===== src/sv/qbf_pkg.sv =====
package qbf_pkg;

    // sizing of the curve datapath
    localparam int MAX_SEGMENTS = 64;
    localparam int COORD_BITS   = 16;
    localparam int SEG_CNT_W    = 7;
    localparam int CLR_W        = 32;
    localparam int CNT_W        = $clog2(MAX_SEGMENTS + 1);
    localparam int FRAC_W       = 16;
    localparam int T_W          = FRAC_W + 1;
    localparam int DIV_CNT_W    = $clog2(T_W + 1);
    localparam int PROD_W       = COORD_BITS + 1 + T_W + 1;
    localparam int QDEPTH       = 2;
    localparam int QPTR_W       = $clog2(QDEPTH);

    typedef logic signed [COORD_BITS-1:0] coord_t;
    typedef logic [CNT_W-1:0]             cnt_t;
    typedef logic [T_W-1:0]               tval_t;

    // one curve as handed from the front end to the segment engine
    typedef struct packed {
        coord_t             start_x;
        coord_t             start_y;
        coord_t             end_x;
        coord_t             end_y;
        coord_t             ctrl_x;
        coord_t             ctrl_y;
        cnt_t               count;
        tval_t              t_step;
        cnt_t               t_rem;
        logic [CLR_W-1:0]   color;
    } curve_desc_t;

    // a + floor((b - a) * t / 2^FRAC_W), result between a and b while t is at most 2^FRAC_W
    function automatic coord_t lerp(input coord_t a, input coord_t b, input tval_t t);
        logic signed [COORD_BITS:0] diff;
        logic signed [PROD_W-1:0]   prod;
        logic signed [PROD_W-1:0]   shifted;
        diff    = $signed({a[COORD_BITS-1], a});
        diff    = $signed({b[COORD_BITS-1], b}) - diff;
        prod    = diff * $signed({1'b0, t});
        shifted = prod >>> FRAC_W;
        return a + coord_t'(shifted[COORD_BITS-1:0]);
    endfunction

endpackage


===== src/sv/qbf_queue.sv =====
module qbf_queue (
    input  logic                  aclk,
    input  logic                  aresetn,
    input  logic                  push_valid,
    output logic                  push_ready,
    input  qbf_pkg::curve_desc_t  push_desc,
    output logic                  pop_valid,
    input  logic                  pop_ready,
    output qbf_pkg::curve_desc_t  pop_desc
);

    qbf_pkg::curve_desc_t         mem_reg [qbf_pkg::QDEPTH];
    logic [qbf_pkg::QPTR_W-1:0]   wr_ptr_reg;
    logic [qbf_pkg::QPTR_W-1:0]   rd_ptr_reg;
    logic [qbf_pkg::QPTR_W:0]     fill_reg;
    logic                         do_push;
    logic                         do_pop;

    assign push_ready = (fill_reg != (qbf_pkg::QPTR_W + 1)'(qbf_pkg::QDEPTH));
    assign pop_valid  = (fill_reg != '0);
    assign pop_desc   = mem_reg[rd_ptr_reg];
    assign do_push    = push_valid && push_ready;
    assign do_pop     = pop_valid && pop_ready;

    // descriptor storage
    always_ff @(posedge aclk) begin
        if (do_push) begin
            mem_reg[wr_ptr_reg] <= push_desc;
        end
    end

    // pointers and fill level
    always_ff @(posedge aclk) begin
        if (!aresetn) begin
            wr_ptr_reg <= '0;
            rd_ptr_reg <= '0;
            fill_reg   <= '0;
        end else begin
            if (do_push) begin
                wr_ptr_reg <= qbf_pkg::QPTR_W'((int'(wr_ptr_reg) + 1) % qbf_pkg::QDEPTH);
            end
            if (do_pop) begin
                rd_ptr_reg <= qbf_pkg::QPTR_W'((int'(rd_ptr_reg) + 1) % qbf_pkg::QDEPTH);
            end
            if (do_push && !do_pop) begin
                fill_reg <= fill_reg + 1'b1;
            end else if (do_pop && !do_push) begin
                fill_reg <= fill_reg - 1'b1;
            end
        end
    end

endmodule


===== config.mk =====
export PLATFORM = sky130hd
export DESIGN_NAME = qbf_queue
export DESIGN_NICKNAME = d
export VERILOG_FILES = /design/src/sv/qbf_pkg.sv /design/src/sv/qbf_queue.sv
export SDC_FILE = /design/constraint.sdc
export NUM_CORES = 1
export LEC_CHECK = 0
export BUFFER_PORTS_ARGS = -buffer_cell sky130_fd_sc_hd__buf_2
export CORE_MARGIN = 3
export CORE_UTILIZATION = 30
export CTS_BUF_LIST = sky130_fd_sc_hd__clkbuf_8
export DETAILED_ROUTE_END_ITERATION = 7
export HOLD_SLACK_MARGIN = 0.1
export PLACE_DENSITY = 0.55
export SLEW_MARGIN = 20
export SYNTH_ARGS = -nofsm -noshare
export SYNTH_HDL_FRONTEND = slang
export SYNTH_SLANG_ARGS = --single-unit

===== constraint.sdc =====
create_clock -name aclk -period 11.3 [get_ports aclk]
set_input_delay 1.13 -clock aclk [delete_from_list [all_inputs] [get_ports aclk]]
set_output_delay 1.13 -clock aclk [all_outputs]
set_load 0.1 [all_outputs]

# After elaboration in Yosys (flattened, before gate mapping)
# Memory sizes are Yosys's and may differ from the RTL's. A register that Yosys moved wholly into a read port is not among the register bits.
# Cells that the tools add are included.
dict set report word_totals {
  out_inout_bits 161
  mem_count 1
  mem_bits_rw 318
  ff_bits 4
  wordCells 23
}
# name depth word_bits read_ports rd_clocked_by_memory_dff write_ports line
set mem_list {}
lappend mem_list {mem_reg 2 159 1 1 1 qbf_queue.sv:12} ;# qbf_pkg::curve_desc_t mem_reg [qbf_pkg::QDEPTH];
dict set report classes {
  muxes 6
  eq_ne 1
  n_reduce_logical 8
  addsub 4
}
# op n
set op_table {}
lappend op_table {{logical AND 1 bit} 4}
lappend op_table {{2-to-1 mux 1 bit} 4}
lappend op_table {{2-to-1 mux 2 bit} 2}
lappend op_table {{nonzero test 2 bit} 2}
lappend op_table {{adder 1 bit, second input constant} 2}
lappend op_table {{adder 2 x 1 -> 2 bit, second input constant} 1}
lappend op_table {{logical NOT 1 bit} 2}
lappend op_table {{!= test 2 bit, second input constant} 1}
lappend op_table {{subtractor 2 x 1 -> 2 bit, second input constant} 1}

# Logic depth before layout (Yosys ltp)
dict set report logic_depth {
  word_depth 6
  depth_mapped 6
  ltp_nobuf 6
}

# Worst setup path before layout
# No wires, ideal clock.
dict set report synth_timing {
  path_kind {input to register}
  from {in push_valid}
  to {mem mem_reg[1][0] (netlist bit) (enable)}
  setup_ns 0.539
  stages 1
  t_arrival_ns 4.825
  setup_slack_ns 5.936
  required_ns 10.761
  cell_sequence {and3_1}
}
dict set report synth_between {
  elab_chain_cells 3
}
# element line
set synth_rtl {}
lappend synth_rtl {{from (decl)} qbf_queue.sv:4} ;# input logic push_valid,
lappend synth_rtl {{logical AND 1 bit} qbf_queue.sv:22} ;# assign do_push = push_valid && push_ready;
lappend synth_rtl {{2-to-1 mux 1 bit} qbf_queue.sv:27} ;# if (do_push) begin
lappend synth_rtl {{2-to-1 mux 1 bit (implied by the code)} qbf_queue.sv:28} ;# mem_reg[wr_ptr_reg] <= push_desc;
lappend synth_rtl {{to (decl)} qbf_queue.sv:12}
# Every way passes these cells.

==> run_results.csv <==
group,metric,value,unit
timing,fin_crit_sh,38.7,%
synth,synth_cell_types,21,
worst_setup_path,worstPathArrival,3250,ps
detailed_routing,detail_route.wl_per_cell,17.6,um
detailed_routing,first_iter_violations,253,
place,gp_congestion,0.699,
timing,rsz0062_at_grt,"no",
grt,grt_overflow_total,0,
synth,yosysMostFrequentCell,"edfxtp_1",
cells_and_area,final-seq-area,9650,um2
cells_and_area,drive_above_1_share,60.7,%
floorplanning,start_util,30.5,%
detailed_routing,wl,25500,um
timing,fmax,0.228,GHz
worst_setup_path,rrSetupSlack,8660,ps
detailed_routing,ant_nets,0,
flow_run,cap_violations,0,
worst_setup_path,crit_fanout,55,
synth,synth_edf_count,318,
cells_and_area,syn2layout_area_growth,26.0,%
clocking,clock_tree.root_cell,"clkbuf_8",
synth,syn_nets,683,
synth,async_reset_ff_share,0,%
clocking,cts_max_level,2,
detailed_routing,drt_first_pass_iters,4,
worst_hold_path,hp-class,"reg2reg",
place,hpwl,16000,um
clocking,cts.sinks,323,
synth,synth.cell_area,12100,um2
worst_hold_path,hold_end,"fill_reg[1]$_SDFFE_PN0P_",
clocking,ctsResizeCount,0,
detailed_routing,via_per_inst,4.18,
worst_setup_path,start_kind,"flop",
cells_and_area,multiInputGateArea,2310,um2
grt,track_usage,11.6,%
synth,synth_seq_cells,323,
synth,synth-seq-area-share,79.5,%
clocking,cts_setup_buffers,0,
detailed_routing,vias,6052,
cells_and_area,fillers,3767,
timing,worst_slew_pin_slew,1090,ps
grt,grt_max_degree,105,
synth,yosys.area.top_type,"edfxtp_1",
floorplanning,core_area,39800,um2
timing,timing.setup.tns,0,ps
timing,clock_skew,13.1,ps
clocking,cts_max_path_buffers,3,
floorplanning,rows,73,
worst_setup_path,r2r_start,"fill_reg[0]$_SDFFE_PN0P_",
grt,antenna_found_initial,3,
worst_hold_path,whs_path_depth,2,
worst_setup_path,r2r_end,"mem_reg[0][148]$_DFFE_PP_",
grt,grt_pass1_wl,38600,um
floorplanning,die_h,207,um
synth,ys_warn_count,0,
status,status,"finished clean",
clocking,cts_tree,"built",
grt,first_global_vias,6640,
synth,synth_common_cells,"edfxtp_1 (318), mux2_4 (101), mux2_2 (58)",
floorplanning,die_area,42900,um2
worst_setup_path,reg2regPathDepth,4,
clocking,ctsHoldBuffers,0,
worst_setup_path,critPathKind,"reg2out",
synth,syn_inst,519,
detailed_routing,drc,0,
timing,finalCriticalPeriod,4380,ps
place,portBuffers,323,
timing,relSlewSlack,27.5,%
cells_and_area,largest_reg_flops,318,
synth,synth_top_area_share,78.7,%
synth,syn_avg_cell_area,23.4,um2
worst_hold_path,hp-start,"fill_reg[1]$_SDFFE_PN0P_",
floorplanning,die_w,207,um
clocking,clk_latency,600,ps
worst_setup_path,worstPathRequired,10170,ps
synth,synth.area.top_cells,"edfxtp_1 (79%), mux2_4 (12%), mux2_2 (5.4%), buf_6 (1.3%), dfxtp_1 (0.82%)",
clocking,clk_pin_slew_worst_paths,60,ps
floorplanning,ioPinCount,324,
timing,slew_viol_final,0,
timing,setup_violations,0,
clocking,cts_buffers,56,
cells_and_area,fin_nets,1051,
synth,yosys_most_used_dff,"edfxtp_1",
timing,hold_viol_final,0,
worst_setup_path,end_kind,"primary output",
[cell usage in the layout (no fill, tap or decap), types with 4 or more instances in the layout]
cell type,netlist,routed
and2_1,4,4
buf_2,4,323
buf_4,0,5
clkbuf_8,0,57
clkinv_1,0,11
dfxtp_1,5,4
edfxtp_1,318,318
inv_1,1,15
mux2_2,58,58
mux2_4,101,101
[worst max-delay path: stages, from the launching register on]
cell,delay [ps]
dfxtp_4,840
buf_4,910
mux2_2,340
buf_2,430
[layout make-up]
type                    count  share of cell area [%]
inverters                   1                  0.0736
repair buffers            328                    10.8
flip-flops and latches    323                    63.1
multi-input cells         177                    15.1
clock buffers              57                    5.13
well taps                 525                    4.29
diodes                      2                  0.0327
clock inverters            34                    1.42
[worst max-delay path by stage]
stage / slack (ps) / depth (start not counted) / to
after global routing: 6670 / 3 / pop_desc[150]
final: 6920 / 3 / pop_desc[150]
after floorplan: 5940 / 1 / mem_reg[1][0]$_DFFE_PP_
after detailed placement: 7460 / 3 / pop_desc[150]
after CTS: 6740 / 3 / pop_desc[150]
after global placement: 7460 / 3 / pop_desc[150]
[metrics by stage]
| stage | cells | hold slack [ps] | area [um2] | util [%] | setup WS [ps] |
|---|---|---|---|---|---|
| 6_report | 1447 | 560 | 15300 | 38.4 | 6920 |
| 4_1_cts | 1445 | 551 | 15300 | 38.4 | 6740 |
| 3_3_place_gp | 1354 | 539 | 14300 | 35.9 | 7460 |
| 2_1_floorplan | 519 | 512 | 12100 | - | 5940 |
| 3_5_place_dp | 1354 | 541 | 14300 | 35.9 | 7460 |
| 5_1_grt | 1447 | 586 | 15300 | 38.4 | 6670 |
[logic make-up after synthesis]
logic type | after synthesis | share of synthesized area [%]
flops | 323 | 79.5
mux | 159 | 17.9
buf+inv | 19 | 1.49
simple gates | 9 | 0.536
compound gates | 5 | 0.289
xor+xnor | 3 | 0.216
fa+ha+maj | 1 | 0.103
[metal layers]
metal,vias up,routed length (um),GRT usage (%)
met1,2975,10500,13.9
met3,47,2140,4.98
li1,2811,-,-
met2,217,12100,18.7
met5,-,13,0.222
met4,2,657,4.10
Power is not shown: default switching activity piles up to over one toggle a cycle in this logic, so the estimate is an artifact.
