$ cat src/sv/qbf_pkg.sv
package qbf_pkg;

    // sizing of the curve datapath
    localparam int MAX_SEGMENTS = 64;
    localparam int COORD_BITS   = 16;
    localparam int SEG_CNT_W    = 7;
    localparam int CLR_W        = 32;
    localparam int CNT_W        = $clog2(MAX_SEGMENTS + 1);
    localparam int FRAC_W       = 16;
    localparam int T_W          = FRAC_W + 1;
    localparam int DIV_CNT_W    = $clog2(T_W + 1);
    localparam int PROD_W       = COORD_BITS + 1 + T_W + 1;
    localparam int QDEPTH       = 2;
    localparam int QPTR_W       = $clog2(QDEPTH);

    typedef logic signed [COORD_BITS-1:0] coord_t;
    typedef logic [CNT_W-1:0]             cnt_t;
    typedef logic [T_W-1:0]               tval_t;

    // one curve as handed from the front end to the segment engine
    typedef struct packed {
        coord_t             start_x;
        coord_t             start_y;
        coord_t             end_x;
        coord_t             end_y;
        coord_t             ctrl_x;
        coord_t             ctrl_y;
        cnt_t               count;
        tval_t              t_step;
        cnt_t               t_rem;
        logic [CLR_W-1:0]   color;
    } curve_desc_t;

    // a + floor((b - a) * t / 2^FRAC_W), result between a and b while t is at most 2^FRAC_W
    function automatic coord_t lerp(input coord_t a, input coord_t b, input tval_t t);
        logic signed [COORD_BITS:0] diff;
        logic signed [PROD_W-1:0]   prod;
        logic signed [PROD_W-1:0]   shifted;
        diff    = $signed({a[COORD_BITS-1], a});
        diff    = $signed({b[COORD_BITS-1], b}) - diff;
        prod    = diff * $signed({1'b0, t});
        shifted = prod >>> FRAC_W;
        return a + coord_t'(shifted[COORD_BITS-1:0]);
    endfunction

endpackage

$ cat src/sv/qbf_back.sv
module qbf_back (
    input  logic                       aclk,
    input  logic                       aresetn,
    input  logic                       pop_valid,
    output logic                       pop_ready,
    input  qbf_pkg::curve_desc_t       pop_desc,
    output logic                       m_valid,
    input  logic                       m_ready,
    output qbf_pkg::coord_t            m_from_x,
    output qbf_pkg::coord_t            m_from_y,
    output qbf_pkg::coord_t            m_to_x,
    output qbf_pkg::coord_t            m_to_y,
    output logic [qbf_pkg::CLR_W-1:0]  m_seg_color,
    output logic                       m_last_segment
);

    typedef enum logic [1:0] {
        B_IDLE,
        B_LERP1,
        B_LERP2
    } back_state_t;

    back_state_t               state_reg;
    qbf_pkg::curve_desc_t      cur_reg;
    qbf_pkg::tval_t            t_reg;
    qbf_pkg::cnt_t             frac_reg;
    qbf_pkg::cnt_t             idx_reg;
    qbf_pkg::coord_t           prev_x_reg;
    qbf_pkg::coord_t           prev_y_reg;
    qbf_pkg::coord_t           p3x_reg;
    qbf_pkg::coord_t           p4x_reg;
    qbf_pkg::coord_t           p3y_reg;
    qbf_pkg::coord_t           p4y_reg;
    logic                      m_valid_reg;
    qbf_pkg::coord_t           from_x_reg;
    qbf_pkg::coord_t           from_y_reg;
    qbf_pkg::coord_t           to_x_reg;
    qbf_pkg::coord_t           to_y_reg;
    logic [qbf_pkg::CLR_W-1:0] color_reg;
    logic                      last_reg;

    logic                      out_free;
    logic                      load_out;
    logic                      is_last;
    qbf_pkg::coord_t           nx;
    qbf_pkg::coord_t           ny;
    logic [qbf_pkg::CNT_W:0]   frac_sum;
    qbf_pkg::cnt_t             frac_next;
    qbf_pkg::tval_t            t_next;

    assign pop_ready      = (state_reg == B_IDLE);
    assign out_free       = !m_valid_reg || m_ready;
    assign load_out       = (state_reg == B_LERP2) && out_free;
    assign is_last        = (idx_reg == cur_reg.count - 1'b1);
    assign m_valid        = m_valid_reg;
    assign m_from_x       = from_x_reg;
    assign m_from_y       = from_y_reg;
    assign m_to_x         = to_x_reg;
    assign m_to_y         = to_y_reg;
    assign m_seg_color    = color_reg;
    assign m_last_segment = last_reg;

    // second lerp level from the registered first level
    assign nx = qbf_pkg::lerp(p3x_reg, p4x_reg, t_reg);
    assign ny = qbf_pkg::lerp(p3y_reg, p4y_reg, t_reg);

    // next t = floor((i+2) * 2^FRAC_W / count) by quotient plus carried remainder
    always_comb begin
        frac_sum = {1'b0, frac_reg} + {1'b0, cur_reg.t_rem};
        if (frac_sum >= {1'b0, cur_reg.count}) begin
            frac_next = qbf_pkg::CNT_W'(frac_sum - {1'b0, cur_reg.count});
            t_next    = t_reg + cur_reg.t_step + 1'b1;
        end else begin
            frac_next = frac_sum[qbf_pkg::CNT_W-1:0];
            t_next    = t_reg + cur_reg.t_step;
        end
    end

    // segment sequencer and output register
    always_ff @(posedge aclk) begin
        if (!aresetn) begin
            state_reg   <= B_IDLE;
            m_valid_reg <= 1'b0;
        end else begin
            // result valid set on a new segment, cleared once transferred
            if (load_out) begin
                m_valid_reg <= 1'b1;
            end else if (m_ready) begin
                m_valid_reg <= 1'b0;
            end
            case (state_reg)
                B_IDLE: begin
                    if (pop_valid) begin
                        cur_reg    <= pop_desc;
                        t_reg      <= pop_desc.t_step;
                        frac_reg   <= pop_desc.t_rem;
                        idx_reg    <= '0;
                        prev_x_reg <= pop_desc.start_x;
                        prev_y_reg <= pop_desc.start_y;
                        state_reg  <= B_LERP1;
                    end
                end
                B_LERP1: begin
                    p3x_reg   <= qbf_pkg::lerp(cur_reg.start_x, cur_reg.ctrl_x, t_reg);
                    p4x_reg   <= qbf_pkg::lerp(cur_reg.ctrl_x, cur_reg.end_x, t_reg);
                    p3y_reg   <= qbf_pkg::lerp(cur_reg.start_y, cur_reg.ctrl_y, t_reg);
                    p4y_reg   <= qbf_pkg::lerp(cur_reg.ctrl_y, cur_reg.end_y, t_reg);
                    state_reg <= B_LERP2;
                end
                B_LERP2: begin
                    if (out_free) begin
                        from_x_reg  <= prev_x_reg;
                        from_y_reg  <= prev_y_reg;
                        to_x_reg    <= nx;
                        to_y_reg    <= ny;
                        color_reg   <= cur_reg.color;
                        last_reg    <= is_last;
                        prev_x_reg  <= nx;
                        prev_y_reg  <= ny;
                        t_reg       <= t_next;
                        frac_reg    <= frac_next;
                        idx_reg     <= idx_reg + 1'b1;
                        state_reg   <= is_last ? B_IDLE : B_LERP1;
                    end
                end
                default: begin
                    state_reg <= B_IDLE;
                end
            endcase
        end
    end

endmodule

$ cat config.mk
export PLATFORM = sky130hd
export DESIGN_NAME = qbf_back
export DESIGN_NICKNAME = d
export VERILOG_FILES = /design/src/sv/qbf_pkg.sv /design/src/sv/qbf_back.sv
export SDC_FILE = /design/constraint.sdc
export NUM_CORES = 2
export LEC_CHECK = 0
export BUFFER_PORTS_ARGS = -buffer_cell sky130_fd_sc_hd__buf_4
export CAP_MARGIN = 20
export CORE_ASPECT_RATIO = 1.4
export CORE_MARGIN = 2
export CORE_UTILIZATION = 28
export CTS_CLUSTER_SIZE = 12
export DETAILED_ROUTE_END_ITERATION = 10
export GPL_ROUTABILITY_DRIVEN = 0
export HOLD_SLACK_MARGIN = 0.1
export PLACE_DENSITY_LB_ADDON = 0.2
export SYNTH_ARGS = -nofsm -noshare
export SYNTH_HDL_FRONTEND = slang
export SYNTH_SLANG_ARGS = --single-unit
export TNS_END_PERCENT = 10
$ cat constraint.sdc
create_clock -name aclk -period 17.9 [get_ports aclk]
set_input_delay 0.895 -clock aclk [delete_from_list [all_inputs] [get_ports aclk]]
set_output_delay 0.895 -clock aclk [all_outputs]
set_load 0.02 [all_outputs]
# Word-level counts from Yosys, hierarchy flattened
# Index checks and enable logic that the tools add are counted.
[totals]
register_bits = 386
inputBits = 163
out_inout_bits = 99
wordCells = 91
[classes]
n_eq_ne = 5
addsub = 18
n_mux = 23
reduce_logical = 11
magnitude_cmp = 1
multipliers = 6
[ops]
columns = ["op", "count"]
rows = [
  ["17-bit by 18-bit multiplier with 32-bit output", 6],
  ["16-bit by 16-bit subtractor with 17-bit output", 6],
  ["16-bit adder", 6],
  ["16-bit 2-to-1 mux", 4],
  ["16-bit case mux with 2 select lines", 2],
  ["17-bit 2-to-1 mux", 3],
  ["7-bit 2-to-1 mux", 5],
  ["17-bit case mux with 2 select lines", 1],
  ["7-bit case mux with 2 select lines", 2],
  ["17-bit by 1-bit adder with 17-bit output, second input constant", 1],
  ["17-bit adder", 1],
  ["7-bit by 7-bit adder with 8-bit output", 1],
  ["8-bit by 7-bit greater-or-equal comparator with 1-bit output", 1],
  ["7-bit by 1-bit adder with 7-bit output, second input constant", 1],
  ["7-bit equality test", 1],
  ["7-bit by 1-bit subtractor with 7-bit output, second input constant", 1],
  ["7-bit subtractor", 1],
  ["2-bit case mux with 3 select lines", 1],
  ["3-bit AND reduction", 2],
  ["2-bit 2-to-1 mux", 2],
  ["2-bit inequality test, second input constant", 2],
  ["2-bit AND reduction", 2],
  ["4-bit AND reduction", 1],
  ["2-bit nonzero test", 2],
  ["other kinds (7)", 9],
]

# Logic depth before layout (Yosys ltp)
[depth]
depth_word = 5
depth_mapped = 44

# Worst setup path after synthesis
# OpenSTA, ideal clock, no wires.
[synth_path]
path_kind = "input port to flip-flop"
start = "input pop_valid"
end = "register frac_reg[0] (enable)"
setup_slack_ps = -652
setup_ps = 393
t_arrival_ps = 18159
path_buffers = 0
cell_stages = 2
required_ps = 17507
cell_sequence = "nor4bb_1 or2_2"
[synth_via]
elab_chain_cells = 2
[synth_rtl]
columns = ["element", "line_no", "text"]
rows = [
  ["from (decl)", "qbf_back.sv:4", "input logic pop_valid,"],
  ["2-bit inequality test (no line)", "--", ""],
  ["4-bit AND reduction (no line)", "--", ""],
  ["to (signal assigned)", "qbf_back.sv:96", "frac_reg <= pop_desc.t_rem;"],
  ["to (signal assigned)", "qbf_back.sv:121", "frac_reg <= frac_next;"],
  ["to (decl)", "qbf_back.sv:26", "qbf_pkg::cnt_t frac_reg;"],
]
# Every way passes these cells.
# A chain may end at the register's enable or synchronous reset.

# Worst setup path in the final report
[layout_path]
start = "register p3x_reg[0]"
end = "register prev_x_reg[15], data pin"
[layout_via]
elab_chain_cells = 5
[layout_rtl]
columns = ["element", "line_no", "text"]
rows = [
  ["from (decl)", "qbf_back.sv:30", "qbf_pkg::coord_t p3x_reg;"],
  ["from (signal assigned)", "qbf_back.sv:104", "p3x_reg <= qbf_pkg::lerp(cur_reg.start_x, cur_reg.ctrl_x, t_reg);"],
  ["16-bit by 16-bit subtractor with 17-bit output", "qbf_pkg.sv:40", "diff = $signed({b[COORD_BITS-1], b}) - diff;"],
  ["17-bit by 18-bit multiplier with 32-bit output", "qbf_pkg.sv:41", "prod = diff * $signed({1'b0, t});"],
  ["16-bit adder (*)", "qbf_pkg.sv:43", "return a + coord_t'(shifted[COORD_BITS-1:0]);"],
  ["named net nx[15]", "qbf_back.sv:45", "qbf_pkg::coord_t nx;"],
  ["16-bit 2-to-1 mux (*)", "qbf_back.sv:111", "if (out_free) begin"],
  ["16-bit case mux with 2 select lines (*)", "qbf_back.sv:91", "case (state_reg)"],
  ["to (signal assigned)", "qbf_back.sv:98", "prev_x_reg <= pop_desc.start_x;"],
  ["to (signal assigned)", "qbf_back.sv:118", "prev_x_reg <= nx;"],
  ["to (decl)", "qbf_back.sv:28", "qbf_pkg::coord_t prev_x_reg;"],
]
# Mark *: on every way through the listed nets, which the timed path passes. The rest lies on a longest branch. The select of a mux whose other input is x is not followed.

==> qor.csv <==
stage;metric;value;unit
layout;nets;10700;
timing;worst_slew_pin_slew;1050;ps
critical_path;rr_worst_depth;40;
clock_network;cts_tree;yes;
global_route;grt-ovfl-total;0;
clock_network;ctsRootBufferMaster;clkbuf_16;
critical_path;r2r-start;p3x_reg[0];
critical_path;crit_type;reg2reg;
critical_path;r2r_setup_slack;6630;ps
clock_network;clk_pin_slew;70;ps
clock_network;insertion_delay;680;ps
drt;drt_iter0_markers;2659;
synth;ys_seq_elements;386;
synth;syn-num-nets;10500;
layout;num-fill-cells;28500;
floorplanning;die_area;278000;µm²
synth;synth_cells;8163;
clock_network;htreeDepth;2;
critical_path;crit_slowest_cell;a311oi_1;
global_route;track_usage;0.168;
drt;wirelength;229000;µm
floorplanning;die_h;623;µm
global_route;grt_pass1_vias;60700;
floorplanning;start_util;0.281;
timing;rsz0062_at_grt;false;
worst_hold_path;hp-class;in2reg;
job;cap_violations;0;
run_status;run_status;finished, final reports clean;
synth;synth_flop_cell;edfxtp_1;
critical_path;rr_endpoint;prev_x_reg[15];
critical_path;start_kind;register;
timing;fin_crit_sh;0.629;
clock_network;numCtsBuffers;45;
layout;largest_reg_flops;159;
timing;setup-tns-final;0;ps
clock_network;cts_buffer_depth;3;
drt;avgRoutedWirePerCell;19.2;µm
layout;final_common_cell;inv_1;
clock_network;ctsResizeCount;0;
placement;port_buffers;261;
global_route;grt_first_pass_wirelength;359000;µm
layout;drive_gt1_frac;0.0677;
drt;dr.pass1.iters;5;
critical_path;cpPeakStageDelay;820;ps
critical_path;path_common_cell;fa_1;
critical_path;crit_path_end;prev_x_reg[15];
synth;synth-edff-count;383;
timing;setup_viol;0;
global_route;grt_max_degree;105;
layout;synthToLayoutAreaGrowth;10.4;%
drt;antenna_left;0;
drt;drc;0;
clock_network;post-cts-setup-buffer-count;0;
critical_path;worstPathRequired;18270;ps
critical_path;crit_start;p3x_reg[0];
synth;yosysSeqAreaShare;0.151;
floorplanning;row_count;227;
critical_path;critPathArrivalTime;11640;ps
timing;fin_crit;11270;ps
floorplanning;die_x;446;µm
synth;synthArstFlopShare;0;
critical_path;critical_path.endpoint_type;register;
clock_network;clkSinkCount;386;
timing;maxSlewHeadroom;0.294;
drt;routed-via-count;55000;
synth;syn-mean-instance-area;9.38;µm²
placement;post-dp-hpwl;174000;µm
drt;via_per_inst;4.62;
synth;netlist_area;76500;µm²
layout;most-common-layout-cells;inv_1 (1883), fa_1 (1353), nand2_1 (1072);
timing;final_hold_viol_count;0;
global_route;antenna_found_initial;9;
synth;yosysWarnings;0;
floorplanning;io_pins;262;
critical_path;cp_max_fo;17;
clock_network;ctsHoldBuffers;0;
timing;fin_worst_skew;62.0;ps
timing;fmax;88.8;MHz
synth;ys_types;71;
timing;maxSlewViolCount;0;
floorplanning;coreArea;272000;µm²
[worst max-delay path: cells and delay by family (launching register included)]
| family | cells | cell delay, ps |
|---|---|---|
| flops | 1 | 410 |
| fa+ha+maj | 10 | 3810 |
| simple gates | 4 | 500 |
| xor+xnor | 4 | 830 |
| compound gates | 17 | 4670 |
| mux | 1 | 270 |
| buf+inv | 4 | 470 |
[worst min-delay path by stage]
stage,from,to,slack (ps),cells after the start
global route,pop_desc[73],cur_reg[73],350,1
finish,pop_desc[105],cur_reg[105],390,1
detailed placement,prev_y_reg[11],m_from_y[11],410,0
floorplan,prev_x_reg[0],m_from_x[0],400,0
CTS,pop_desc[105],cur_reg[105],330,1
global placement,cur_reg[10],m_seg_color[10],400,0
[metrics by stage]
step	instance area, µm²	std cells	hold WS [ps]	util	worst slack (ps)
after floorplan	76500	8163	400	-	5910
after global placement	83100	11800	401	0.305	6440
after detailed placement	83100	11800	405	0.305	6420
after CTS	84500	11900	327	0.310	6340
after global routing	84500	11900	350	0.310	5970
final	84500	11900	386	0.310	6630
[synth_stat cells, drive strengths merged (6+ instances only)]
library cell	number	area, µm²
inv	1883	7070
fa	1353	27100
nand2	1072	4020
ha	859	10700
and2	530	3320
edfxtp	383	11500
clkbuf	302	1130
nor2	227	852
xnor2	218	1910
nor2b	214	1340
a21oi	185	930
o21ai	117	586
xor2	93	815
a21o	87	653
nor3	82	410
or2	61	382
o21a	59	443
nand3	52	260
nand2b	47	294
and3	29	181
o21bai	26	195
a31oi	23	144
or3	22	138
a211oi	21	158
nand4	21	131
o211ai	16	125
o31ai	12	90.1
a311oi	10	87.6
nor4	10	62.6
o31a	10	87.6
o41ai	9	105
a2111o	8	90.1
a2111oi	8	88.8
nand3b	8	60.1
a211o	7	61.3
a21boi	7	52.6
and4	6	52.6
mux2	6	67.6
xnor3	6	135
[layout make-up]
type	instances	area, µm²	share of cell area
diodes	6	15.0	0.000178
clock buffers	60	1210	0.0143
clock inverters	20	218	0.00258
inverters	1883	7070	0.0836
multi-input cells	5587	57000	0.674
flip-flops and latches	386	11600	0.137
well taps	3549	4440	0.0525
repair buffers	391	3060	0.0362
[logic make-up (layout without fill, tap and decap cells)]
| family | after synthesis | count (layout) | synth area share |
|---|---|---|---|
| and+or+nand+nor | 2403 | 2403 | 0.153 |
| adders and majority gates | 2212 | 2212 | 0.494 |
| buffers and inverters | 2190 | 2354 | 0.107 |
| AOI/OAI and AO/OA | 646 | 646 | 0.0557 |
| DFF | 386 | 386 | 0.151 |
| xor gates and xnor gates | 317 | 317 | 0.0374 |
| muxes | 9 | 9 | 0.00128 |
| other | 0 | 6 | 0 |
[per-layer routing]
layer | wire (µm) | up-vias | track usage
li1 | - | 25100 | -
met1 | 95300 | 28700 | 0.208
met2 | 122000 | 895 | 0.315
met3 | 6770 | 192 | 0.0124
met4 | 4660 | 0 | 0.0352
met5 | 0 | - | 0
Power is not shown: default switching activity piles up to over one toggle a cycle in this logic, so the estimate is an artifact.
