[src/sv/qbf_pkg.sv]
package qbf_pkg;

    // sizing of the curve datapath
    localparam int MAX_SEGMENTS = 64;
    localparam int COORD_BITS   = 16;
    localparam int SEG_CNT_W    = 7;
    localparam int CLR_W        = 32;
    localparam int CNT_W        = $clog2(MAX_SEGMENTS + 1);
    localparam int FRAC_W       = 16;
    localparam int T_W          = FRAC_W + 1;
    localparam int DIV_CNT_W    = $clog2(T_W + 1);
    localparam int PROD_W       = COORD_BITS + 1 + T_W + 1;
    localparam int QDEPTH       = 2;
    localparam int QPTR_W       = $clog2(QDEPTH);

    typedef logic signed [COORD_BITS-1:0] coord_t;
    typedef logic [CNT_W-1:0]             cnt_t;
    typedef logic [T_W-1:0]               tval_t;

    // one curve as handed from the front end to the segment engine
    typedef struct packed {
        coord_t             start_x;
        coord_t             start_y;
        coord_t             end_x;
        coord_t             end_y;
        coord_t             ctrl_x;
        coord_t             ctrl_y;
        cnt_t               count;
        tval_t              t_step;
        cnt_t               t_rem;
        logic [CLR_W-1:0]   color;
    } curve_desc_t;

    // a + floor((b - a) * t / 2^FRAC_W), result between a and b while t is at most 2^FRAC_W
    function automatic coord_t lerp(input coord_t a, input coord_t b, input tval_t t);
        logic signed [COORD_BITS:0] diff;
        logic signed [PROD_W-1:0]   prod;
        logic signed [PROD_W-1:0]   shifted;
        diff    = $signed({a[COORD_BITS-1], a});
        diff    = $signed({b[COORD_BITS-1], b}) - diff;
        prod    = diff * $signed({1'b0, t});
        shifted = prod >>> FRAC_W;
        return a + coord_t'(shifted[COORD_BITS-1:0]);
    endfunction

endpackage

[src/sv/qbf_front.sv]
module qbf_front (
    input  logic                           aclk,
    input  logic                           aresetn,
    input  logic                           s_valid,
    output logic                           s_ready,
    input  qbf_pkg::coord_t                s_start_x,
    input  qbf_pkg::coord_t                s_start_y,
    input  qbf_pkg::coord_t                s_end_x,
    input  qbf_pkg::coord_t                s_end_y,
    input  qbf_pkg::coord_t                s_ctrl_x,
    input  qbf_pkg::coord_t                s_ctrl_y,
    input  logic [qbf_pkg::SEG_CNT_W-1:0]  s_segment_count,
    input  logic [qbf_pkg::CLR_W-1:0]      s_line_color,
    output logic                           push_valid,
    input  logic                           push_ready,
    output qbf_pkg::curve_desc_t           push_desc
);

    typedef enum logic [1:0] {
        F_IDLE,
        F_DIV,
        F_PUSH
    } front_state_t;

    front_state_t                     state_reg;
    qbf_pkg::curve_desc_t             desc_reg;
    qbf_pkg::tval_t                   dvd_reg;
    qbf_pkg::tval_t                   quo_reg;
    qbf_pkg::cnt_t                    rem_reg;
    logic [qbf_pkg::DIV_CNT_W-1:0]    bits_reg;

    qbf_pkg::cnt_t              cnt_sat;
    logic [qbf_pkg::CNT_W:0]    trial;
    logic                       trial_ge;

    // clamp the requested segment count
    always_comb begin
        if (int'(s_segment_count) > qbf_pkg::MAX_SEGMENTS) begin
            cnt_sat = qbf_pkg::CNT_W'(qbf_pkg::MAX_SEGMENTS);
        end else begin
            cnt_sat = qbf_pkg::CNT_W'(s_segment_count);
        end
    end

    // restoring divide of 1.0 by the count, one quotient bit per cycle
    always_comb begin
        trial    = {rem_reg, dvd_reg[qbf_pkg::T_W-1]};
        trial_ge = (trial >= {1'b0, desc_reg.count});
    end

    assign s_ready    = (state_reg == F_IDLE);
    assign push_valid = (state_reg == F_PUSH);

    always_comb begin
        push_desc        = desc_reg;
        push_desc.t_step = quo_reg;
        push_desc.t_rem  = rem_reg;
    end

    always_ff @(posedge aclk) begin
        if (!aresetn) begin
            state_reg <= F_IDLE;
        end else begin
            case (state_reg)
                F_IDLE: begin
                    if (s_valid) begin
                        desc_reg.start_x <= s_start_x;
                        desc_reg.start_y <= s_start_y;
                        desc_reg.end_x   <= s_end_x;
                        desc_reg.end_y   <= s_end_y;
                        desc_reg.ctrl_x  <= s_ctrl_x;
                        desc_reg.ctrl_y  <= s_ctrl_y;
                        desc_reg.count   <= cnt_sat;
                        desc_reg.color   <= s_line_color;
                        desc_reg.t_step  <= '0;
                        desc_reg.t_rem   <= '0;
                        dvd_reg          <= qbf_pkg::T_W'(1 << qbf_pkg::FRAC_W);
                        quo_reg          <= '0;
                        rem_reg          <= '0;
                        bits_reg         <= qbf_pkg::DIV_CNT_W'(qbf_pkg::T_W);
                        // an empty curve is dropped here
                        if (cnt_sat != '0) begin
                            state_reg <= F_DIV;
                        end
                    end
                end
                F_DIV: begin
                    dvd_reg  <= {dvd_reg[qbf_pkg::T_W-2:0], 1'b0};
                    quo_reg  <= {quo_reg[qbf_pkg::T_W-2:0], trial_ge};
                    bits_reg <= bits_reg - 1'b1;
                    if (trial_ge) begin
                        rem_reg <= qbf_pkg::CNT_W'(trial - {1'b0, desc_reg.count});
                    end else begin
                        rem_reg <= trial[qbf_pkg::CNT_W-1:0];
                    end
                    if (bits_reg == qbf_pkg::DIV_CNT_W'(1)) begin
                        state_reg <= F_PUSH;
                    end
                end
                F_PUSH: begin
                    if (push_ready) begin
                        state_reg <= F_IDLE;
                    end
                end
                default: begin
                    state_reg <= F_IDLE;
                end
            endcase
        end
    end

endmodule

[config.mk]
export PLATFORM = sky130hd
export DESIGN_NAME = qbf_front
export DESIGN_NICKNAME = d
export VERILOG_FILES = /design/src/sv/qbf_pkg.sv /design/src/sv/qbf_front.sv
export SDC_FILE = /design/constraint.sdc
export NUM_CORES = 1
export LEC_CHECK = 0
export ABC_AREA = 0
export BUFFER_PORTS_ARGS = -buffer_cell sky130_fd_sc_hd__buf_2
export CAP_MARGIN = 10
export CORE_UTILIZATION = 45
export CTS_CLUSTER_SIZE = 20
export DETAILED_ROUTE_END_ITERATION = 7
export PLACE_DENSITY = 0.81
export RECOVER_POWER = 50
export SYNTH_ARGS = -nofsm -noshare
export SYNTH_HDL_FRONTEND = slang
export SYNTH_SLANG_ARGS = --single-unit
[constraint.sdc]
create_clock -name aclk -period 8.4 [get_ports aclk]
set_input_delay 1.68 -clock aclk [delete_from_list [all_inputs] [get_ports aclk]]
set_output_delay 1.68 -clock aclk [all_outputs]
set_load 0.02 [all_outputs]
### Word-level counts from Yosys, hierarchy flattened

Cells that the tools add are included.

| word-level totals | value |
|---|---|
| register bits after elaboration | 183 |
| input bits | 139 |
| output and inout bits | 161 |
| word-level logic and storage cells | 45 |

| cells by class | value |
|---|---|
| $add $sub $neg | 2 |
| magnitude comparators | 2 |
| eq/ne operators | 7 |
| muxes and demuxes | 15 |
| reductions and logical operators | 6 |

Operators by type and width:

| operator | count |
|---|---|
| $pmux W17 S2 | 2 |
| $mux W17 | 2 |
| $mux W7 | 3 |
| $pmux W7 S2 | 1 |
| $pmux W5 S2 | 1 |
| $ge A8 B7 Y1 | 1 |
| $mux W2 | 4 |
| $gt A7 B7 Y1 const B | 1 |
| $reduce_bool A7 Y1 | 1 |
| $sub A7 B7 Y7 | 1 |
| $pmux W2 S3 | 1 |
| $reduce_and A3 Y1 | 2 |
| $eq A5 B1 Y1 const B | 1 |
| $mux W5 | 1 |
| $sub A5 B1 Y5 const B | 1 |
| $ne A2 B1 Y1 const B | 2 |
| $ne A2 B2 Y1 const B | 2 |
| $reduce_and A4 Y1 | 1 |
| $eq A2 B1 Y1 const B | 1 |
| $eq A2 B2 Y1 const B | 1 |
| $logic_not A2 Y1 | 1 |
| $reduce_bool A2 Y1 | 1 |

### Longest topological paths before layout

Gate-level depths: netlist of the first run.

| depth | value |
|---|---|
| word-level depth | 6 |
| mapped depth | 9 |
| gate-level depth less buffers | 9 |

### Worst setup path after synthesis of the first run

No wires, ideal clock.

| timing path | value |
|---|---|
| path type | input port to flip-flop |
| start | input port aresetn |
| end | register desc_reg, in the netlist push_desc[0], enable pin |
| library setup time | 0.512 ns |
| arrival time | 4.834 ns |
| required time | 7.888 ns |
| setup slack | 3.054 ns |
| stages on the path | 1 |
| buffers on the path | 0 |
| path through | and3_1 |

| on the way | value |
|---|---|
| cells in the longest elaborated chain, start to end | 1 |

Ends and longest elaborated chain:

| item | RTL line | source |
|---|---|---|
| from (decl) | qbf_front.sv:3 | `input logic aresetn,` |
| $reduce_and A3 Y1 (no line) | - |  |
| to (decl) | qbf_front.sv:26 | `qbf_pkg::curve_desc_t desc_reg;` |

Every way passes these cells.
A chain may end at the register's enable or synchronous reset.

### Final worst setup path of the first run

| timing path | value |
|---|---|
| start | input port s_valid |
| end | register desc_reg, in the netlist push_desc[0], enable pin |

| on the way | value |
|---|---|
| cells in the longest elaborated chain, start to end | 1 |

Ends and longest elaborated chain:

| item | RTL line | source |
|---|---|---|
| from (decl) | qbf_front.sv:4 | `input logic s_valid,` |
| $reduce_and A3 Y1 (no line) | - |  |

Every way passes these cells.

==> results_dict.tcl, run 1 <==
set metrics [dict create \
    status "finished, violations left" \
    failed_checks "capacitance limit, slew limit" \
    viasPerCell 4.74 \
    die_w_microns 115 \
    syn_nets 435 \
    p_sw_uw 435 \
    rows 41 \
    power.share.clock_pct 40.9 \
    fin_crit_ns 4.93 \
    grt_pass1_vias 3768 \
    cp_top_family "simple AND/OR/NAND/NOR gates" \
    fin_ws_ns 3.47 \
    place_worst_setup_slack_ns 4.59 \
    path_class "in2reg" \
    cp-start-kind "input port" \
    synth_most_common_cell "edfxtp_1" \
    syn_area_sq_mm 0.00578 \
    post_cts_buffers 0 \
    p_sw_share_pct 22.2 \
    cts.clk_slew.worst_paths_ns 0.06 \
    synth_common_cells "165 x edfxtp_1, 16 x and2_1, 16 x nor2_1" \
    clockBufferDepth 2 \
    grt-ovfl-total 0 \
    numClockSinks 167 \
    ir_drop_mv 0.146 \
    wl_per_cell_microns 18.1 \
    layout.nets 751 \
    drv_cap 2 \
    fp.coreArea_sq_mm 0.0126 \
    wl_microns 14300 \
    drt-initial-drc-count 287 \
    hpwl_microns 10600 \
    async_flop_share_pct 0 \
    yosys_register_bits 167 \
    leakage_uw 0.00338 \
    route.detailed.drc 0 \
    worst_pin_slew_ns 2.95 \
    setup-violations-final 0 \
    crit_arrival_ns 4.98 \
    synth_edf_count 165 \
    place.gp.congestion 0.902 \
    cts_tree "done" \
    synth_area_leaders "edfxtp_1 86%, ha_1 1.9%, and2_1 1.7%" \
    initial_core_util_pct 46.0 \
    ant_nets 0 \
    synth_cell_types 35 \
    htreeDepth 4 \
    largest_register_ffs 135 \
    clock_skew_ns 0.0108 \
    holdCritPathClass "reg2reg" \
    antenna_found_initial 1 \
    crit_buf_inv 2 \
    slew-limit-headroom_pct -96.4 \
    synth_seq_area_share_pct 86.5 \
    pin_count 300 \
    crit_slowest_cell "and3_1" \
    slew_violations 102 \
    max_freq_mhz 203 \
    synth_top_cell_by_area "edfxtp_1" \
    finalCritPeriodShare_pct 58.7 \
    syn_inst 286 \
    numCtsBuffers 17 \
    worstSetupEndpointType "flip-flop" \
    crit_path_max_incr_delay_ns 2.16 \
    multi_input_area_sq_um 709 \
    hold_viol 0 \
    port_buffers 299 \
    cts-root-buf "clkbuf_16" \
    dieArea_sq_mm 0.0133 \
    power_density_mw_per_mm2 242 \
    seqPwrFrac_pct 50.0 \
    comb_power_share_pct 9.0 \
    syn2layout_area_growth_pct 40.0 \
    synth_flop_cell "edfxtp_1" \
    grt.total_usage_pct 21.5 \
    firstDrtPassIters 5 \
    cts_repair_resize_count 0 \
    yosysTopAreaCellShare_pct 85.8 \
    vias 3737 \
    grt_max_degree 71 \
    seq_area_sq_mm 0.00499 \
    grt_pass1_wl_microns 19900 \
    internal-power_uw 1520 \
    hold_buffers 0 \
    clk_latency_ns 0.43 \
    crit_required_ns 8.45 \
    die_h_microns 115 \
    yosysWarnings 0 \
    fillCellCount 923 \
    tns_ns 0 \
    critPathMaxFanout 70 \
    r2r_setup_slack_ns 4.32 \
    avgSynthCellArea_sq_um 20.2 \
    rsz0062_at_grt "no" \
    layout-drive-gt1-share_pct 53.2 \
    cp_cell_sequence "clkbuf_1, and3_1, buf_4" \
]
[through the flow]
stage	hold WS (ns)	cells	power [uW]	area (sq um)	util [%]
2_1_floorplan	0.576	286	1100	5780	-
3_3_place_gp	0.533	755	1170	7500	59.7
3_5_place_dp	0.546	755	1180	7500	59.7
4_1_cts	0.561	787	1980	8110	64.6
5_1_grt	0.585	788	2020	8080	64.3
6_report	0.552	788	1960	8080	64.3
[per-layer routing]
metal	GRT usage [%]	vias up	share of wire, %
li1	-	1722	-
met1	22.5	1811	35
met2	36.4	181	53
met3	10.7	23	9.9
met4	10.0	0	2.0
met5	0	-	0
[final cells by class]
class	instances	share of cell area, %
Sequential cell	167	61.8
Timing Repair Buffer	301	18.6
Multi-Input combinational cell	103	8.78
Clock buffer	22	5.87
Tap cell	172	2.66
Clock inverter	10	1.76
Inverter	12	0.557
Antenna cell	1	0.0310
[logic make-up after synthesis]
group                    Yosys count  synth area share (%)
multiplexers                       3                 0.520
adder cells (fa/ha/maj)           10                  2.30
flip-flops                       167                  86.5
XOR/XNOR                           3                 0.455
AND/OR/NAND/NOR                   61                  5.81
buffers and inverters             16                  1.04
AO/OA/AOI/OAI                     26                  3.40
[worst paths after layout]
check                                  start           end  depth (start not counted)
worst max-delay path                 s_valid  push_desc[0]                          3
worst min register to register    quo_reg[7]    quo_reg[8]                          1
worst max register to register  state_reg[1]  push_desc[0]                          3
worst min-delay path              quo_reg[7]    quo_reg[8]                          1
[power groups by stage]
stage / combinational, uW / sequential, uW / clock, uW
after detailed placement: 180 / 996 / 0
after floorplan: 53.3 / 1040 / 0
after global routing: 191 / 984 / 842
after global placement: 174 / 994 / 0
final: 177 / 980 / 801
after CTS: 181 / 979 / 816
[worst register-to-register path, stage by stage, from the launching register on]
cell	delay, ns
dfxtp_1	0.33
nor2_1	0.17
and3_1	2.18
buf_4	1.01
[cells in the final DEF, fill, tap and decap left out, types with 3 or more instances in the layout]
| master | instances |
|---|---|
| mux2i_1 | 3 |
| and2_0 | 12 |
| bufinv_16 | 3 |
| ha_1 | 9 |
| o21a_1 | 4 |
| nor2b_1 | 12 |
| edfxtp_1 | 165 |
| inv_1 | 12 |
| nand2_1 | 5 |
| buf_2 | 293 |
| clkbuf_16 | 17 |
| and2_1 | 4 |
| a21oi_1 | 7 |
| a211o_1 | 3 |
| clkbuf_8 | 3 |
| clkbuf_1 | 9 |
| nor2_1 | 16 |
(Power assumes the default switching activity.)
==> run 2, diff against run 1 <==
- ABC_AREA: 0 -> 1
- PLACE_DENSITY: 0.81 -> 0.8
- clock period: 8.4 -> 4.8 ns (I/O delays scaled with it)
==> results_dict.tcl, run 2 <==
set metrics [dict create \
    syn_area_sq_mm 0.00595 \
    crit_arrival_ns 3.12 \
    synth_common_cells "165 x edfxtp_1, 56 x inv_1, 49 x nor2_1" \
    synth_most_common_cell "edfxtp_1" \
    top_layer "met4" \
    async_flop_share_pct 0 \
    drv_cap 1 \
    status "finished, violations left" \
    fillCellCount 976 \
    ir_drop_mv 0.286 \
    synth_top_cell_by_area "edfxtp_1" \
    r2r_start "state_reg[0]" \
    rows 41 \
    place_worst_setup_slack_ns 2.36 \
    crit_path_max_incr_delay_ns 1.38 \
    max_freq_mhz 332 \
    worst_pin_slew_ns 1.80 \
    cp_cell_sequence "clkbuf_1, inv_12, a211oi_1, buf_4" \
    antenna_found_initial 1 \
    slew-limit-headroom_pct -20.8 \
    drt-initial-drc-count 241 \
    clk_latency_ns 0.41 \
    die_h_microns 117 \
    timing.rr.end "rem_reg[2]" \
    failed_checks "capacitance limit, slew limit" \
    wl_per_cell_microns 16.8 \
    leakage_uw 0.00341 \
    worstSetupEndpointType "flip-flop" \
    route.detailed.drc 0 \
    crit_buf_inv 3 \
    synth_area_leaders "edfxtp_1 83%, inv_1 3.5%, nor2_1 3.1%" \
    layout_commonest_cell "buf_2" \
    yosysTopAreaCellShare_pct 83.3 \
    fp.coreArea_sq_mm 0.0128 \
    path_depth 4 \
    yosys_register_bits 167 \
    synth_seq_area_share_pct 84.0 \
    cp-start-kind "input port" \
    crit_required_ns 4.90 \
    fin_ws_ns 1.79 \
    cts_repair_resize_count 0 \
    synth_flop_cell "edfxtp_1" \
    cts-root-buf "clkbuf_16" \
    post_cts_buffers 0 \
    fin_crit_ns 3.01 \
    slew_violations 15 \
    crit_end "rem_reg[2]" \
    port_buffers 299 \
    die_w_microns 117 \
    worst-r2r-cell-count 3 \
    syn_nets 513 \
    grt_pass1_wl_microns 20500 \
    viasPerCell 4.69 \
    hpwl_microns 11200 \
    wl_met3_microns 1300 \
    wl_met2_microns 7970 \
    pin_count 300 \
    grt_pass1_vias 4036 \
    rsz0062_at_grt "no" \
    grt_max_degree 136 \
    synth_edf_count 165 \
    cp_top_family "compound AO/OA/AOI/OAI gates" \
    largest_register_ffs 135 \
    clockBufferDepth 2 \
    placed_area_sq_mm 0.00769 \
    synth_cell_types 29 \
    final_cell_mix "207 x buf_2, 165 x edfxtp_1, 94 x clkbuf_1, 54 x inv_1, 50 x nor2_1" \
    grt.total_usage_pct 21.2 \
    cts_tree "done" \
    clock_skew_ns 0.00562 \
    htreeDepth 4 \
    grt-ovfl-total 0 \
    setup-violations-final 0 \
    dieArea_sq_mm 0.0137 \
    hold_buffers 0 \
    finalCritPeriodShare_pct 62.8 \
    final_cell_area_sq_mm 0.00816 \
    path_class "in2reg" \
    yosysWarnings 0 \
    ant_nets 0 \
    initial_core_util_pct 46.6 \
    firstDrtPassIters 4 \
    multi_input_area_sq_um 718 \
    numCtsBuffers 17 \
    syn2layout_area_growth_pct 37.2 \
    seq_area_sq_mm 0.00499 \
    crit_start "aresetn" \
    layout.nets 828 \
    cts.clk_slew.worst_paths_ns 0.06 \
    layout-drive-gt1-share_pct 35.8 \
    syn_inst 364 \
    crit_slowest_cell "a211oi_1" \
    power_density_mw_per_mm2 421 \
    hold_viol 0 \
    place.gp.congestion 0.853 \
    vias 4053 \
    numClockSinks 167 \
    r2r_setup_slack_ns 2.15 \
    avgSynthCellArea_sq_um 16.3 \
    wl_met1_microns 4880 \
    wl_microns 14600 \
    critPathMaxFanout 17 \
    holdCritPathClass "reg2reg" \
]
-- run 2: cell types whose count changed after synthesis, moves of 3 or more --
| cell | delta |
|---|---|
| nor2_1 | +33 |
| a211o_1 | -3 |
| nand3_1 | +8 |
| mux2i_1 | -3 |
| nand2_1 | +33 |
| inv_1 | +44 |
| clkbuf_1 | -3 |
| and2_1 | -16 |
| nor2_2 | +3 |
| nor2b_1 | -12 |
| o21a_1 | -3 |
-- run 2: metal layers --
metal  vias to the layer above  track usage [%]
met4                         0             10.8
met2                       189             37.4
met1                      1943             21.2
met3                        34             9.37
li1                       1887                -
met5                         -                0
-- run 2: through the flow --
step	total power, uW	setup TNS [ns]	hold WS [ns]	utilization, %	cells
final	3430	0	0.580	63.9	864
after global routing	3540	0	0.615	63.8	862
after CTS	3470	0	0.583	64.8	861
after detailed placement	2110	0	0.564	60.2	832
after global placement	2090	0	0.556	60.2	832
after floorplan	1960	-124.49	0.544	-	364
-- run 2: cell type report --
cell class / count / area share (%)
repair buffers: 301 / 17.3
well taps: 172 / 2.64
clock buffers: 19 / 5.31
flip-flops and latches: 167 / 61.2
diodes: 3 / 0.0920
multi-input cells: 135 / 8.80
inverters: 57 / 2.78
clock inverters: 10 / 1.90
-- run 2: kinds of logic (layout without fill, tap and decap cells) --
group / Yosys count / in the layout / synth area share, %
adder cells (fa/ha/maj): 10 / 10 / 2.23
buffers and inverters: 62 / 387 / 4.14
AND/OR/NAND/NOR: 112 / 112 / 8.02
other: 0 / 3 / 0
AO/OA/AOI/OAI: 10 / 10 / 1.18
XOR/XNOR: 3 / 3 / 0.442
flip-flops: 167 / 167 / 84.0
-- run 2: report_power, final --
part           switching, uW  leakage, uW  internal [uW]  total (uW)
clock                    509     0.000286            858        1370
sequential              29.3      0.00156           1700        1730
combinational            230      0.00156            111         341
-- run 2: worst min path at each step --
stage                            from     endpoint  slack (ns)  cells past startpoint
final                      quo_reg[7]   quo_reg[8]        0.58                      2
after global routing       quo_reg[3]   quo_reg[4]        0.61                      2
after CTS                  quo_reg[3]   quo_reg[4]        0.58                      2
after detailed placement   quo_reg[3]   quo_reg[4]        0.56                      2
after global placement    quo_reg[14]  quo_reg[15]        0.56                      2
after floorplan           bits_reg[4]  bits_reg[4]        0.54                      2
-- run 2: worst min-delay path: stages, from the launching register on --
cell,delay (ns)
edfxtp_1,0.34
inv_1,0.04
nor2_1,0.09
==> run 3, diff against run 2 <==
- CORE_UTILIZATION: 45 -> 41
- PLACE_DENSITY: 0.8 -> 0.77
- clock period: 4.8 -> 2.6 ns (I/O delays scaled with it)
==> results_dict.tcl, run 3 (synthesized netlist as in run 2, its figures left out) <==
set metrics [dict create \
    final_cell_mix "186 x buf_2, 165 x edfxtp_1, 115 x clkbuf_1, 54 x inv_1, 49 x nor2_1" \
    cp_cell_sequence "inv_1, nor2_2, clkbuf_1, inv_1, a21oi_1" \
    internal-power_uw 4760 \
    fillCellCount 1187 \
    initial_core_util_pct 42.5 \
    port_buffers 299 \
    htreeDepth 4 \
    grt_max_degree 89 \
    drt-initial-drc-count 337 \
    crit_arrival_ns 2.37 \
    comb_power_share_pct 10.2 \
    place.gp.congestion 0.896 \
    fin_ws_ns 0.469 \
    power.share.clock_pct 39.2 \
    grt_pass1_vias 4156 \
    p_total_uw 6290 \
    dieArea_sq_mm 0.0150 \
    clock_skew_ns 0.00606 \
    ir_drop_mv 0.481 \
    finalCritPeriodShare_pct 82.0 \
    die_w_microns 122 \
    ant_nets 0 \
    wl_per_cell_microns 17.5 \
    hpwl_microns 11700 \
    whs_ns 0.268 \
    cts-root-buf "clkbuf_16" \
    r2r_setup_slack_ns 0.47 \
    critPathMaxFanout 21 \
    cpMostUsedCell "inv_1" \
    pin_count 300 \
    grt-ovfl-total 0 \
    largest_register_ffs 135 \
    crit_slowest_cell "clkbuf_1" \
    firstDrtPassIters 6 \
    fp.coreArea_sq_mm 0.0140 \
    grt.total_usage_pct 20.6 \
    place_worst_setup_slack_ns 0.590 \
    fin_crit_ns 2.13 \
    drv_cap 0 \
    rows 43 \
    holdCritPathClass "in2reg" \
    viasPerCell 4.66 \
    clk_latency_ns 0.42 \
    cts_repair_resize_count 0 \
    slew_violations 0 \
    worst_pin_slew_ns 0.648 \
    antenna_found_initial 4 \
    layout.cells.non_filler 877 \
    placed_area_sq_mm 0.00773 \
    hold_viol 0 \
    status "complete, no violations" \
    die_h_microns 122 \
    final_cell_area_sq_mm 0.00817 \
    clockBufferDepth 2 \
    slew-limit-headroom_pct 56.8 \
    hold_buffers 0 \
    seqPwrFrac_pct 50.6 \
    layout_commonest_cell "buf_2" \
    p_sw_uw 1530 \
    grt_pass1_wl_microns 21900 \
    route.detailed.drc 0 \
    wl_microns 15400 \
    dp.cells 842 \
    cts_tree "done" \
    crit_required_ns 2.84 \
    cts.clk_slew.worst_paths_ns 0.07 \
    p_sw_share_pct 24.3 \
    crit_path_max_incr_delay_ns 0.51 \
    setup-violations-final 0 \
    worstSetupEndpointType "flip-flop" \
    layout.nets 830 \
    layout-drive-gt1-share_pct 33.4 \
    path_class "reg2reg" \
    post_cts_buffers 0 \
    vias 4084 \
    power_density_mw_per_mm2 770 \
    max_freq_mhz 469 \
    syn2layout_area_growth_pct 37.4 \
    rsz0062_at_grt "no" \
    numCtsBuffers 17 \
    numClockSinks 167 \
    cp-start-kind "flip-flop" \
    leakage_uw 0.00335 \
]
## run 3: worst paths after layout
path,startpoint,to,depth (start not counted)
max,state_reg[0],bits_reg[2],5
min,s_line_color[5],push_desc[5],1
max reg2reg,state_reg[0],bits_reg[2],5
min reg2reg,quo_reg[5],quo_reg[6],2
## run 3: area by class of cell
class	count	area (sq um)	area share (%)
antenna	3	7.51	0.0919
clock buffer	18	429	5.25
clock inverter	14	150	1.84
inverter	57	226	2.77
multi-input combinational	135	733	8.97
sequential	167	4990	61.1
tap	180	225	2.76
timing repair buffer	303	1410	17.2
## run 3: per-stage QoR
stage / TNS (ns) / utilization, %
final: 0 / 58.4
after global routing: 0 / 58.4
after CTS: 0 / 59.4
after detailed placement: 0 / 55.3
after global placement: 0 / 55.3
after floorplan: -384.33 / -
## run 3: power by group through the flow
stage | clock network, uW | registers, uW | logic (uW)
4_1_cts | 2520 | 3180 | 668
3_3_place_gp | 0 | 3230 | 645
2_1_floorplan | 0 | 3410 | 213
5_1_grt | 2630 | 3200 | 697
3_5_place_dp | 0 | 3240 | 665
6_report | 2470 | 3180 | 640
## run 3: per-layer routing
metal,vias up,GRT usage (%),wire length (microns)
met5,-,0,27
met3,37,10.1,1550
met4,4,9.53,375
met2,181,34.7,8270
li1,1898,-,-
met1,1964,21.4,5160
## run 3: critical path: cells and delay by family, from the launching register on
kind | cells | cell delay [ns]
buffers and inverters | 3 | 1.13
DFF | 1 | 0.44
AOI/OAI and AO/OA | 1 | 0.29
and+or+nand+nor | 1 | 0.10
